**src/rtl/integer_to_text_formatter_assert.svh**
```systemverilog
// Assertion macros shared by the integer-to-text formatter RTL.
// Every use expects clk_i and rst_ni in the including module's scope.
`ifndef INTEGER_TO_TEXT_FORMATTER_ASSERT_SVH
`define INTEGER_TO_TEXT_FORMATTER_ASSERT_SVH

// Checks a property on every rising edge while out of reset.
`define ITF_ASSERT(label, prop) \
  label: assert property (@(posedge clk_i) disable iff (!rst_ni) (prop)) \
    else $error("integer_to_text_formatter: assertion failed");

// Checks that a condition never holds while out of reset.
`define ITF_ASSERT_NEVER(label, cond) \
  label: assert property (@(posedge clk_i) disable iff (!rst_ni) !(cond)) \
    else $error("integer_to_text_formatter: forbidden condition seen");

`endif

```
**src/rtl/itf_pkg.sv**
```systemverilog
// Types and constants for the integer-to-text formatter.
// No dependencies; imported by integer_to_text_formatter.
package itf_pkg;

  // Sequencer states, one-hot.
  typedef enum logic [4:0] {
    ST_IDLE = 5'b00001,
    ST_CONV = 5'b00010,
    ST_SKIP = 5'b00100,
    ST_PRE  = 5'b01000,
    ST_DIG  = 5'b10000
  } state_e;

  // Width of one output digit in the shift register.
  typedef enum logic [1:0] {
    DW_1 = 2'd0,
    DW_3 = 2'd1,
    DW_4 = 2'd2
  } digit_width_e;

  // Radix codes of the input transaction.
  localparam logic [1:0] RADIX_DEC = 2'd0;
  localparam logic [1:0] RADIX_OCT = 2'd1;
  localparam logic [1:0] RADIX_BIN = 2'd2;
  localparam logic [1:0] RADIX_HEX = 2'd3;

  localparam logic [6:0] CH_ZERO    = 7'h30;
  localparam logic [6:0] CH_UPPER_A = 7'h41;
  localparam logic [6:0] CH_LOWER_A = 7'h61;
  localparam logic [6:0] CH_MINUS   = 7'h2D;
  localparam logic [6:0] CH_PLUS    = 7'h2B;
  localparam logic [6:0] CH_SPACE   = 7'h20;
  localparam logic [6:0] CH_UPPER_X = 7'h58;
  localparam logic [6:0] CH_LOWER_X = 7'h78;

endpackage

```
**src/rtl/integer_to_text_formatter.sv**
```systemverilog
// Integer-to-text formatter: one integer in, its ASCII characters out.
// Depends on itf_pkg and integer_to_text_formatter_assert.svh.
//
// Takes one integer with its formatting flags and emits the text one
// character per output transaction, the last one flagged by last_char_o.
// Work is digit serial. Decimal values (and all signed values) first pass
// through a shift-and-add-3 binary-to-BCD loop over all VALUE_BITS bits;
// other radices skip it. Leading zero digits are then dropped at one per
// cycle, and after that one character is emitted per cycle when the output
// is not stalled. A 32-bit value has 12 decimal, 12 hex, 16 octal and 48
// binary digit slots, and without output stalls binary is the slowest
// radix. A new number is taken once the last character of the previous
// one is in the output register.
module integer_to_text_formatter
  import itf_pkg::*;
#(
  parameter int VALUE_BITS = 32
) (
  input  logic        clk_i,
  input  logic        rst_ni,
  input  logic        in_valid_i,
  output logic        in_stall_o,
  input  logic [31:0] value_i,
  input  logic        signed_mode_i,
  input  logic [1:0]  radix_code_i,
  input  logic        upper_case_i,
  input  logic        plus_flag_i,
  input  logic        space_flag_i,
  input  logic        prefix_flag_i,
  output logic        out_valid_o,
  input  logic        out_stall_i,
  output logic [6:0]  text_char_o,
  output logic        last_char_o
);

  `include "integer_to_text_formatter_assert.svh"

  // Decimal digits needed for VALUE_BITS bits (1233/4096 ~ log10 of 2).
  localparam int ND   = ((VALUE_BITS * 1233) >> 12) + 1;
  // Digit register width, a multiple of 1, 3 and 4 bits.
  localparam int WP   = 12 * ((ND + 2) / 3);
  localparam int NBCD = WP / 4;
  localparam int RW   = $clog2(WP + 1);
  localparam int BW   = $clog2(VALUE_BITS + 1);

  state_e                state_q, state_d;
  logic [WP-1:0]         work_q, work_d;
  logic [VALUE_BITS-1:0] bin_q, bin_d;
  logic [BW-1:0]         bitcnt_q, bitcnt_d;
  logic [RW-1:0]         rem_q, rem_d;
  digit_width_e          dw_q, dw_d;
  logic                  caps_q, caps_d;
  logic [6:0]            pre_q [4];
  logic [2:0]            pre_cnt_q, pre_cnt_d;

  logic                  in_accept;
  logic                  can_emit;
  logic                  emit;
  logic [6:0]            emit_char;
  logic                  emit_last;

  logic                  out_valid_q;
  logic [6:0]            char_q;
  logic                  last_q;

  logic [VALUE_BITS-1:0] v;
  logic [VALUE_BITS-1:0] mag;
  logic                  neg;
  logic [6:0]            pre_new [4];
  logic [2:0]            pre_new_cnt;
  logic [WP-1:0]         bcd_adj;
  logic [3:0]            top_digit;
  logic [WP-1:0]         work_shl;
  logic [6:0]            digit_char;

  assign in_stall_o = (state_q != ST_IDLE);
  assign in_accept  = in_valid_i && !in_stall_o;
  assign can_emit   = !out_valid_q || !out_stall_i;

  // Magnitude and sign of the incoming value.
  assign v   = VALUE_BITS'(value_i);
  assign neg = signed_mode_i && v[VALUE_BITS-1];
  assign mag = neg ? (~v + VALUE_BITS'(1)) : v;

  // Sign and prefix characters, in emission order.
  always_comb begin
    pre_new_cnt = 3'd0;
    for (int k = 0; k < 4; k++) begin
      pre_new[k] = CH_SPACE;
    end
    if (signed_mode_i) begin
      if (neg) begin
        pre_new[pre_new_cnt[1:0]] = CH_MINUS;
        pre_new_cnt = pre_new_cnt + 3'd1;
      end else if (space_flag_i) begin
        pre_new[pre_new_cnt[1:0]] = CH_SPACE;
        pre_new_cnt = pre_new_cnt + 3'd1;
      end else if (plus_flag_i) begin
        pre_new[pre_new_cnt[1:0]] = CH_PLUS;
        pre_new_cnt = pre_new_cnt + 3'd1;
      end
    end else begin
      if (plus_flag_i) begin
        pre_new[pre_new_cnt[1:0]] = CH_PLUS;
        pre_new_cnt = pre_new_cnt + 3'd1;
      end
      if (space_flag_i) begin
        pre_new[pre_new_cnt[1:0]] = CH_SPACE;
        pre_new_cnt = pre_new_cnt + 3'd1;
      end
      if (prefix_flag_i && (radix_code_i inside {RADIX_OCT, RADIX_HEX})) begin
        pre_new[pre_new_cnt[1:0]] = CH_ZERO;
        pre_new_cnt = pre_new_cnt + 3'd1;
      end
      if (prefix_flag_i && radix_code_i == RADIX_HEX) begin
        pre_new[pre_new_cnt[1:0]] = upper_case_i ? CH_UPPER_X : CH_LOWER_X;
        pre_new_cnt = pre_new_cnt + 3'd1;
      end
    end
  end

  // Add 3 to every BCD digit of five or more before the next shift.
  always_comb begin
    for (int i = 0; i < NBCD; i++) begin
      if (work_q[4*i +: 4] >= 4'd5) begin
        bcd_adj[4*i +: 4] = work_q[4*i +: 4] + 4'd3;
      end else begin
        bcd_adj[4*i +: 4] = work_q[4*i +: 4];
      end
    end
  end

  // Most significant digit and the register shifted past it.
  always_comb begin
    case (dw_q)
      DW_1: begin
        top_digit = {3'b000, work_q[WP-1]};
        work_shl  = {work_q[WP-2:0], 1'b0};
      end
      DW_3: begin
        top_digit = {1'b0, work_q[WP-1 -: 3]};
        work_shl  = {work_q[WP-4:0], 3'b000};
      end
      DW_4: begin
        top_digit = work_q[WP-1 -: 4];
        work_shl  = {work_q[WP-5:0], 4'b0000};
      end
      default: begin
        top_digit = 4'd0;
        work_shl  = work_q;
      end
    endcase
  end

  assign digit_char = (top_digit < 4'd10) ? (CH_ZERO + {3'b000, top_digit})
                    : ((caps_q ? CH_UPPER_A : CH_LOWER_A) + {3'b000, top_digit} - 7'd10);

  always_comb begin
    state_d   = state_q;
    work_d    = work_q;
    bin_d     = bin_q;
    bitcnt_d  = bitcnt_q;
    rem_d     = rem_q;
    dw_d      = dw_q;
    caps_d    = caps_q;
    pre_cnt_d = pre_cnt_q;
    emit      = 1'b0;
    emit_char = CH_SPACE;
    emit_last = 1'b0;

    case (state_q)
      ST_IDLE: begin
        if (in_accept) begin
          pre_cnt_d = pre_new_cnt;
          caps_d    = upper_case_i && !signed_mode_i;
          bin_d     = mag;
          bitcnt_d  = BW'(VALUE_BITS);
          if (signed_mode_i || radix_code_i == RADIX_DEC) begin
            dw_d    = DW_4;
            work_d  = '0;
            state_d = ST_CONV;
          end else begin
            case (radix_code_i)
              RADIX_OCT: dw_d = DW_3;
              RADIX_BIN: dw_d = DW_1;
              default:   dw_d = DW_4;
            endcase
            work_d  = WP'(mag);
            state_d = ST_SKIP;
          end
          case (dw_d)
            DW_1:    rem_d = RW'(WP);
            DW_3:    rem_d = RW'(WP / 3);
            default: rem_d = RW'(WP / 4);
          endcase
        end
      end
      ST_CONV: begin
        work_d   = {bcd_adj[WP-2:0], bin_q[VALUE_BITS-1]};
        bin_d    = {bin_q[VALUE_BITS-2:0], 1'b0};
        bitcnt_d = bitcnt_q - BW'(1);
        if (bitcnt_q == BW'(1)) begin
          state_d = ST_SKIP;
        end
      end
      ST_SKIP: begin
        if (top_digit == 4'd0 && rem_q > RW'(1)) begin
          work_d = work_shl;
          rem_d  = rem_q - RW'(1);
        end else if (pre_cnt_q != 3'd0) begin
          state_d = ST_PRE;
        end else begin
          state_d = ST_DIG;
        end
      end
      ST_PRE: begin
        emit_char = pre_q[0];
        if (can_emit) begin
          emit      = 1'b1;
          pre_cnt_d = pre_cnt_q - 3'd1;
          if (pre_cnt_q == 3'd1) begin
            state_d = ST_DIG;
          end
        end
      end
      ST_DIG: begin
        emit_char = digit_char;
        emit_last = (rem_q == RW'(1));
        if (can_emit) begin
          emit   = 1'b1;
          work_d = work_shl;
          rem_d  = rem_q - RW'(1);
          if (rem_q == RW'(1)) begin
            state_d = ST_IDLE;
          end
        end
      end
      default: begin
        state_d = ST_IDLE;
      end
    endcase
  end

  always_ff @(posedge clk_i or negedge rst_ni) begin
    if (!rst_ni) begin
      state_q     <= ST_IDLE;
      pre_cnt_q   <= 3'd0;
      bitcnt_q    <= '0;
      rem_q       <= '0;
      out_valid_q <= 1'b0;
    end else begin
      state_q   <= state_d;
      pre_cnt_q <= pre_cnt_d;
      bitcnt_q  <= bitcnt_d;
      rem_q     <= rem_d;
      if (emit) begin
        out_valid_q <= 1'b1;
      end else if (!out_stall_i) begin
        out_valid_q <= 1'b0;
      end
    end
  end

  always_ff @(posedge clk_i) begin
    work_q <= work_d;
    bin_q  <= bin_d;
    dw_q   <= dw_d;
    caps_q <= caps_d;
    if (in_accept) begin
      for (int k = 0; k < 4; k++) begin
        pre_q[k] <= pre_new[k];
      end
    end else if (state_q == ST_PRE && can_emit) begin
      pre_q[0] <= pre_q[1];
      pre_q[1] <= pre_q[2];
      pre_q[2] <= pre_q[3];
      pre_q[3] <= CH_SPACE;
    end
    if (emit) begin
      char_q <= emit_char;
      last_q <= emit_last;
    end
  end

  assign out_valid_o = out_valid_q;
  assign text_char_o = char_q;
  assign last_char_o = last_q;

  `ITF_ASSERT(a_rem_nonzero, (state_q == ST_SKIP || state_q == ST_DIG) |-> rem_q != '0)
  `ITF_ASSERT(a_conv_count, (state_q == ST_CONV) |-> bitcnt_q != '0)
  `ITF_ASSERT_NEVER(a_pre_count_range, pre_cnt_q > 3'd4)
  `ITF_ASSERT(a_last_ends_item, (emit && emit_last) |=> (state_q == ST_IDLE && last_q))
  `ITF_ASSERT(a_pre_has_chars, (state_q == ST_PRE) |-> pre_cnt_q != 3'd0)

endmodule

```
**config.mk**
```make
export PLATFORM = sky130hd
export DESIGN_NAME = integer_to_text_formatter
export DESIGN_NICKNAME = d
export VERILOG_FILES = /design/src/rtl/itf_pkg.sv /design/src/rtl/integer_to_text_formatter.sv
export VERILOG_INCLUDE_DIRS = /design/src /design/src/rtl
export SDC_FILE = /design/constraint.sdc
export NUM_CORES = 1
export LEC_CHECK = 0
export ABC_AREA = 1
export BUFFER_PORTS_ARGS = -buffer_cell sky130_fd_sc_hd__buf_4
export CORE_ASPECT_RATIO = 0.9
export CORE_MARGIN = 2
export CORE_UTILIZATION = 67
export CTS_CLUSTER_SIZE = 20
export DETAILED_ROUTE_END_ITERATION = 7
export PLACE_DENSITY = 0.84
export SLEW_MARGIN = 15
export SYNTH_ARGS = -nofsm -noshare
export SYNTH_HDL_FRONTEND = slang
export SYNTH_SLANG_ARGS = --single-unit
```
**constraint.sdc**
```tcl
create_clock -name clk_i -period 13.3 [get_ports clk_i]
set_clock_uncertainty 0.1 [all_clocks]
set_input_delay 0 -clock clk_i [delete_from_list [all_inputs] [get_ports clk_i]]
set_output_delay 0 -clock clk_i [all_outputs]
set_load 0.01 [all_outputs]
```
# Word-level counts from Yosys, hierarchy flattened

Memory sizes are Yosys's and may differ from the RTL's.
Cells that the tools add are included.

Bitwise operators: 14
Magnitude comparators: 20
Divide/modulo/power cells: 0
Reduce and logical (&&, ||, !) cells: 33
$add $sub $neg: 22
Muxes and demuxes: 91
Shifts and indexed selects: 0
Eq/ne operators: 24
$mul: 0

Operators with widths:

| kind                                                | count |
|---|---|
| one-hot mux 48 bit (4 select lines)                 | 1 |
| 2-to-1 mux 48 bit                                   | 3 |
| one-hot mux 48 bit (3 select lines)                 | 1 |
| 2-to-1 mux 28 bit                                   | 5 |
| 2-to-1 mux 32 bit                                   | 3 |
| 2-to-1 mux 7 bit                                    | 10 |
| one-hot mux 32 bit (2 select lines)                 | 1 |
| 2-to-1 mux 4 bit                                    | 14 |
| >= comparator 4 x 3 -> 1 bit, second input constant | 12 |
| adder 4 x 2 -> 4 bit, second input constant         | 11 |
| demux 7 bit (select 2 bit)                          | 3 |
| 2-to-1 mux 5 bit                                    | 8 |
| 2-to-1 mux 6 bit                                    | 6 |
| 2-to-1 mux 3 bit                                    | 11 |
| adder 32 x 1 -> 32 bit, second input constant       | 1 |
| inverter 32 bit                                     | 1 |
| bitwise mux 28 bit                                  | 1 |
| one-hot mux 5 bit (5 select lines)                  | 1 |
| AND 24 bit                                          | 1 |
| inverter 24 bit                                     | 1 |
| one-hot mux 6 bit (2 select lines)                  | 2 |
| 2-to-1 mux 21 bit                                   | 1 |
| AND 20 bit                                          | 1 |
| inverter 20 bit                                     | 1 |
| other kinds (47)                                    | 104 |

Bits in registers: 112
Bits in read-only memories: 0
Bits in writable memories: 28
Latch bits: 0
Memories: 1
Output and inout port bits: 10

Memories:

| name  | depth | width | rd ports | clocked after Yosys merged registers in | write ports | line                            | text |
|---|---|---|---|---|---|---|---|
| pre_q | 4     | 7     | 4        | 0                                       | 4           | integer_to_text_formatter.sv:53 | `logic [6:0] pre_q [4];` |

# Depth between registers and ports, before layout

Gate-level depths: netlist of the first run.

Word-level depth: 18
Mapped depth: 16
Gate-level depth less buffers: 16

# Least setup slack after synthesis of the first run

OpenSTA, ideal clock, no wires.

Kind: register -> register
From: reg dw_q[0]
To: reg work_q[0], enable pin
Arrival time: 3.719 ns
Slack: 9.028 ns
Cell stages (with the launch flop): 13
Buffers on the path: 1
Setup time: 0.453 ns
Data required time: 12.747 ns
Clock period less this slack: 4.272 ns
Cell sequence: edfxtp_1 -> inv_1 -> ha_1 -> buf_2 -> inv_1 -> o221ai_1 -> nand2_1 -> ha_1 -> a21boi_2 -> nand3_1 -> nand2_1 -> nand2_1 -> nor2_1

Longest elaborated chain between the ends: 6
Elaborated cells between the ends (all ways): 8
Those cells by class: eq/ne: 3; mux: 1; reduce/logical: 4

Ends and longest elaborated chain:

| what                                              | line                             | text |
|---|---|---|
| start, declared                                   | integer_to_text_formatter.sv:51  | `digit_width_e dw_q, dw_d;` |
| start signal, assigned                            | integer_to_text_formatter.sv:267 | `dw_q <= dw_d;` |
| equality test 2 bit, or another cell as far along | integer_to_text_formatter.sv:135 | `case (dw_q)` |
| one-hot mux 4 bit (3 select lines) *              | integer_to_text_formatter.sv:135 |  |
| zero test 4 bit *                                 | integer_to_text_formatter.sv:207 | `if (top_digit == 4'd0 && rem_q > RW'(1)) begin` |
| logical AND 1 bit *                               | integer_to_text_formatter.sv:207 |  |
| != test 2 bit (no source line) *                  | --                               |  |
| AND reduction 4 bit (no source line) *            | --                               |  |
| end signal, assigned                              | integer_to_text_formatter.sv:265 | `work_q <= work_d;` |
| end, declared                                     | integer_to_text_formatter.sv:47  | `logic [WP-1:0] work_q, work_d;` |

Every way passes the cells marked *; elsewhere a longest branch is shown, timed or not.
A chain may end at the register's enable or synchronous reset.

# Final worst setup path of the first run

From: reg dw_q[1]
To: reg work_q[16], enable pin

The elaborated chain is that of the path after synthesis.

==> impl_metrics.env, run 1 <==
export IMPL_r2r_end="work_q[16]"
export IMPL_utilization_pct=77.66
export IMPL_gp_congestion=0.9429
export IMPL_dp_hpwl_mm=16.52
export IMPL_portBuffers=52
export IMPL_synth_cell_types=49
export IMPL_syn2layout_area_growth_pct=14.20
export IMPL_ys_seq_area_share_pct=39.56
export IMPL_tightest_slew_ps=838.5
export IMPL_ant_nets=0
export IMPL_die_height_um=116.7
export IMPL_ctsResizeCount=0
export IMPL_p_leak_uw=0.004849
export IMPL_synth_area_top_cells="edfxtp_1 34%, nand2_1 15%, ha_1 6.7%"
export IMPL_fin_crit_ps=3605
export IMPL_drtPass1Iterations=7
export IMPL_routedWlPerCell_um=16.46
export IMPL_r2r_cells=12
export IMPL_finalCritPeriodShare_pct=27.10
export IMPL_hp_class="in2reg"
export IMPL_numCtsBuffers=17
export IMPL_avgViaCountPerCell=6.027
export IMPL_whs_path_depth=4
export IMPL_drv_slew=0
export IMPL_root_buffer="clkbuf_16"
export IMPL_r2r_setup_slack_ps=9700
export IMPL_cts_buffer_depth=2
export IMPL_drv_cap=0
export IMPL_crit_path_max_fanout=48
export IMPL_r2r_start="dw_q[1]"
export IMPL_dr_first_iter_drc_count=1211
export IMPL_critPathLaunchType="flop"
export IMPL_cts_hold_buf=33
export IMPL_min_from="value_i[11]"
export IMPL_synth_top_area_share_pct=33.99
export IMPL_run_status="finished clean"
export IMPL_path_clk_slew_ps=50
export IMPL_fin_setup_tns_ps=0
export IMPL_clock_sinks=128
export IMPL_worst_setup_path_end_kind="flop"
export IMPL_avgSynthCellArea_um2=7.612
export IMPL_dieArea_mm2=0.01508
export IMPL_synth_nets=1337
export IMPL_insertedDiodeCount=0
export IMPL_drc_errors=0
export IMPL_rsz0062_at_grt="false"
export IMPL_synth_top_area_cell="edfxtp_1"
export IMPL_post_cts_setup_buffers=0
export IMPL_ir_drop_mv=0.1514
export IMPL_cts_tree="yes"
export IMPL_final_cell_mix="367 x nand2_1, 140 x inv_1, 117 x o21ai_0"
export IMPL_p_per_area_mw_per_mm2=207.3
export IMPL_vias=9125
export IMPL_htree_levels=4
export IMPL_synth_edf_count=107
export IMPL_grt_pass1_vias=8310
export IMPL_setup_violations=0
export IMPL_final_hold_viol_count=0
export IMPL_hold_slack_ps=14.08
export IMPL_startpoint="dw_q[1]"
export IMPL_yosysWarnings=0
export IMPL_clock_latency_ps=430
export IMPL_drt_total_wl_mm=24.91
export IMPL_grt_max_degree=67
export IMPL_max_slew_margin_rel_pct=43.96
export IMPL_fin_nets=1403
export IMPL_fp_dieW_um=129.2
export IMPL_ys_ff_latch=128
export IMPL_required_ps=13260
export IMPL_start_util_pct=68.00
export IMPL_synth_async_reset_ratio_pct=16.41
export IMPL_netlist_area_mm2=0.009454
export IMPL_clock_fmax_ghz=0.2774
export IMPL_core_area_mm2=0.01390
export IMPL_syn_inst=1242
export IMPL_setup_worst_path_end="work_q[16]"
export IMPL_crit_type="reg2reg"
export IMPL_mostFrequentLayoutCell="nand2_1"
export IMPL_std_cell_rows=41
export IMPL_grt_overflow=0
export IMPL_arrival_ps=3570
export IMPL_antenna_found_initial=0
export IMPL_drive_gt1_share_pct=9.917
export IMPL_synthFlopType="edfxtp_1"
export IMPL_grt_pass1_wl_mm=39.98
export IMPL_io_pins=53
export IMPL_grt_usage_pct=33.90
==> how the worst min path moves through the flow <==
stage	end	slack, ps
floorplan	bitcnt_q[0]	-400
CTS	bin_q[11]	5
finish	bin_q[11]	10
global route	work_q[30]	40
detailed placement	bitcnt_q[5]	-190
global placement	bitcnt_q[5]	-190
==> sequential cells by signal (all words and copies together), names as in the netlist <==
register     cells
dw_q             2
caps_q           1
text_char_o      7
work_q          48
bitcnt_q         6
pre_cnt_q        3
bin_q           32
out_valid_o      1
rem_q            6
state_q          5
pre_q           16
last_char_o      1
==> worst max-delay path: stages, from the launching register on <==
cell,delay [ps]
edfxtp_1,380
inv_1,80
ha_1,270
inv_2,540
o22ai_1,220
nand2_1,140
ha_1,180
a21boi_2,230
nand3_1,120
nand2_1,160
nand2_1,110
nor2_4,130
buf_4,540
==> cell type report <==
type,instances,area (µm²)
inverters,152,573.1
repair buffers,93,775.7
fillers,984,3105
well taps,193,241.5
flip-flops and latches,128,3740
clock buffers,28,538.0
multi-input cells,916,4906
clock inverters,4,22.52
==> routing by layer <==
| metal | global-route usage (%) | vias to the layer above | part of all wire (%) |
|---|---|---|---|
| met5 | 0 | - | 0 |
| met4 | 12.17 | 0 | 2.1 |
| met1 | 48.13 | 4193 | 43 |
| met2 | 51.61 | 521 | 45 |
| li1 | - | 4358 | - |
| met3 | 7.329 | 53 | 10 |
==> power by group <==
| group | switching (µW) | internal, µW |
|---|---|---|
| sequential | 109 | 683 |
| clock | 172 | 273 |
| combinational | 699 | 304 |
==> metrics by stage <==
stage	instances	cell area, µm²	power, µW	worst slack, ps
5_1_grt	1514	10800	2398	9379
2_1_floorplan	1242	9454	1507	9028
3_3_place_gp	1449	9911	1719	9863
4_1_cts	1514	10800	2213	9738
6_report	1514	10800	2239	9695
3_5_place_dp	1449	9911	1754	9791
==> cell usage after synthesis (14+ instances only) <==
cell / number
o221ai_1: 14
a21oi_1: 27
inv_1: 140
o211ai_1: 29
nand2_1: 367
xor2_1: 16
buf_2: 17
o21ai_0: 117
dfrtp_1: 20
o22ai_1: 33
ha_1: 51
nand3_1: 98
clkbuf_1: 16
nand4_1: 20
edfxtp_1: 107
nor2_1: 76
==> cells by family (layout without fill, tap and decap cells) <==
| kind of cell | after synthesis | count (layout) | synth area share [%] |
|---|---|---|---|
| and+or+nand+nor | 593 | 593 | 27.00 |
| AOI/OAI and AO/OA | 246 | 246 | 15.54 |
| buffers and inverters | 198 | 277 | 8.629 |
| DFF | 128 | 128 | 39.56 |
| adders and majority gates | 52 | 52 | 6.961 |
| xor gates and xnor gates | 25 | 25 | 2.316 |
Note: power is estimated with default switching activity, not from simulation.
==> inputs of run 2 (changes only) <==
--- a/config.mk
+++ b/config.mk
@@ -10,10 +10,10 @@
 export BUFFER_PORTS_ARGS = -buffer_cell sky130_fd_sc_hd__buf_4
 export CORE_ASPECT_RATIO = 0.9
 export CORE_MARGIN = 2
-export CORE_UTILIZATION = 67
+export CORE_UTILIZATION = 63
 export CTS_CLUSTER_SIZE = 20
 export DETAILED_ROUTE_END_ITERATION = 7
-export PLACE_DENSITY = 0.84
+export PLACE_DENSITY = 0.8
 export SLEW_MARGIN = 15
 export SYNTH_ARGS = -nofsm -noshare
 export SYNTH_HDL_FRONTEND = slang
==> constraint.sdc (replaced) <==
create_clock -name clk_i -period 3.6 [get_ports clk_i]
set_clock_uncertainty 0.1 [all_clocks]
set_input_delay 0 -clock clk_i [delete_from_list [all_inputs] [get_ports clk_i]]
set_output_delay 0 -clock clk_i [all_outputs]
set_load 0.01 [all_outputs]
==> run 2 against run 1 <==
Clock power grew to 3.7 times the previous value. Via count decreased by 0.47%. Largest power group unchanged. Final cell count rose by 0.86%. Sequential share of layout area is 0.25 points lower. Critical path type unchanged. First-iteration DRC count down 14%. Clock-buffer cell count fell by 8. Largest cell class unchanged. Non-clock buffer count up 8. Combinational power increased to 3.8 times the previous value.
==> impl_metrics.env, run 2 (synthesis results as in run 1) <==
export IMPL_p_leak_uw=0.004884
export IMPL_dr_first_iter_drc_count=1045
export IMPL_numCtsBuffers=17
export IMPL_io_pins=53
export IMPL_multi_input_area_mm2=0.004906
export IMPL_drt_total_wl_mm=25.06
export IMPL_drv_cap=0
export IMPL_syn2layout_area_growth_pct=15.03
export IMPL_grt_pass1_vias=8336
export IMPL_setup_slack_ps=717.9
export IMPL_dp_hpwl_mm=16.82
export IMPL_avgViaCountPerCell=5.948
export IMPL_fin_setup_tns_ps=0
export IMPL_fin_cells=1527
export IMPL_arrival_ps=2880
export IMPL_routedWlPerCell_um=16.41
export IMPL_rsz0062_at_grt="false"
export IMPL_reg_top3="work_q (48), bin_q (32), pre_q (16)"
export IMPL_cts_tree="yes"
export IMPL_min_delay_worst_endpoint="bin_q[30]"
export IMPL_pwr_share_clk_pct=19.9
export IMPL_n_fill_cell=1123
export IMPL_clock_fmax_ghz=0.3470
export IMPL_vias=9082
export IMPL_die_height_um=120.2
export IMPL_r2r_start="dw_q[0]"
export IMPL_ant_nets=0
export IMPL_r2r_end="work_q[16]"
export IMPL_largest_register="work_q"
export IMPL_grt_usage_pct=32.23
export IMPL_fin_crit_ps=2882
export IMPL_root_buffer="clkbuf_16"
export IMPL_drc_errors=0
export IMPL_hp_class="in2reg"
export IMPL_dp_cells=1461
export IMPL_run_status="finished clean"
export IMPL_drv_slew=0
export IMPL_drtPass1Iterations=6
export IMPL_dieArea_mm2=0.01600
export IMPL_p_sw_uw=3645
export IMPL_critPathLaunchType="flop"
export IMPL_grt_overflow=0
export IMPL_grt_pass1_wl_mm=41.05
export IMPL_min_from="value_i[30]"
export IMPL_final_hold_viol_count=0
export IMPL_std_cell_rows=42
export IMPL_p_per_area_mw_per_mm2=767.3
export IMPL_grt_max_degree=49
export IMPL_crit_type="reg2reg"
export IMPL_portBuffers=52
export IMPL_path_clk_slew_ps=60
export IMPL_largest_register_ffs=48
export IMPL_utilization_pct=73.91
export IMPL_r2r_setup_slack_ps=720
export IMPL_swShare_pct=43.68
export IMPL_clock_sinks=128
export IMPL_mostFrequentLayoutCell="nand2_1"
export IMPL_htree_levels=4
export IMPL_seq_area_mm2=0.003740
export IMPL_drive_gt1_share_pct=10.53
export IMPL_antenna_found_initial=0
export IMPL_power_frac_seq_pct=34.9
export IMPL_max_slew_margin_rel_pct=44.10
export IMPL_required_ps=3600
export IMPL_clock_latency_ps=430
export IMPL_fin_nets=1411
export IMPL_tightest_slew_ps=836.5
export IMPL_start_util_pct=64.25
export IMPL_ir_drop_mv=0.5469
export IMPL_setup_violations=0
export IMPL_finalCritPeriodShare_pct=80.06
export IMPL_whs_path_depth=5
export IMPL_core_area_mm2=0.01471
export IMPL_fp_dieW_um=133.1
export IMPL_p_comb_share_pct=45.2
export IMPL_crit_path_max_fanout=48
export IMPL_power_internal_uw=4700
export IMPL_r2r_cells=12
export IMPL_dp_slack_ps=788.3
export IMPL_worst_setup_path_end_kind="flop"
export IMPL_gp_congestion=0.9114
export IMPL_insertedDiodeCount=0
export IMPL_final_cell_mix="367 x nand2_1, 140 x inv_1, 117 x o21ai_0"
export IMPL_cts_buffer_depth=2
-- run 2: cell count changes in the layout (fill, tap and decap cells not counted), sizes merged --
cell and change:
buf +7, bufinv +2, clkbuf -8, clkinv +4, clkinvlp +2, dlygate4sd3 +1
-- run 2: metrics by stage --
stage               power [µW]  area, µm²  hold slack (ps)
global placement          6435       9982           -190.4
finish                    8345      10880            47.40
detailed placement        6552       9982           -173.5
floorplan                 5556       9457           -395.6
global route              8979      10880            62.78
CTS                       8275      10880            26.34
-- run 2: routing by layer --
layer / global-route usage (%) / vias up / share of wire [%]
li1: - / 4377 / -
met1: 47.98 / 4207 / 44
met2: 48.35 / 455 / 45
met3: 5.996 / 43 / 9.3
met4: 9.508 / 0 / 1.6
met5: 0 / - / 0
-- run 2: power by group through the flow --
stage | Combinational [µW] | Sequential (µW) | Clock, µW
finish | 3770 | 2910 | 1660
global route | 4260 | 2990 | 1730
CTS | 3700 | 2900 | 1670
detailed placement | 3630 | 2920 | 0
global placement | 3530 | 2900 | 0
floorplan | 2720 | 2830 | 0
-- run 2: worst max-delay path by stage --
stage            endpoint  slack [ps]  startpoint
2_1_floorplan   work_q[0]         110     dw_q[0]
3_3_place_gp   work_q[19]         960     dw_q[0]
3_5_place_dp   work_q[15]         790     dw_q[0]
4_1_cts         work_q[7]         750     dw_q[0]
5_1_grt        work_q[24]         520     dw_q[0]
6_report       work_q[16]         720     dw_q[0]
-- run 2: repair_timing --
action	4_1_cts	5_1_grt
setup buffers	0	0
hold buffers	34	0
gates resized for setup	0	0
endpoints found under the hold margin	77	0
-- run 2: final cells by class --
class                           count  area share, %
Timing Repair Buffer              101          7.823
Multi-Input combinational cell    916          45.11
Clock inverter                     12          1.116
Tap cell                          198          2.278
Clock buffer                       20          4.015
Sequential cell                   128          34.39
Inverter                          152          5.269
-- run 2: worst max-delay path, cell delays in order, from the launching register on --
cell,delay (ps)
edfxtp_1,380
inv_1,80
ha_1,310
inv_1,130
o221ai_1,120
nand2_1,120
ha_1,200
a21boi_2,260
nand3_1,160
nand2_1,150
nand2_1,110
nor2_4,140
buf_12,280
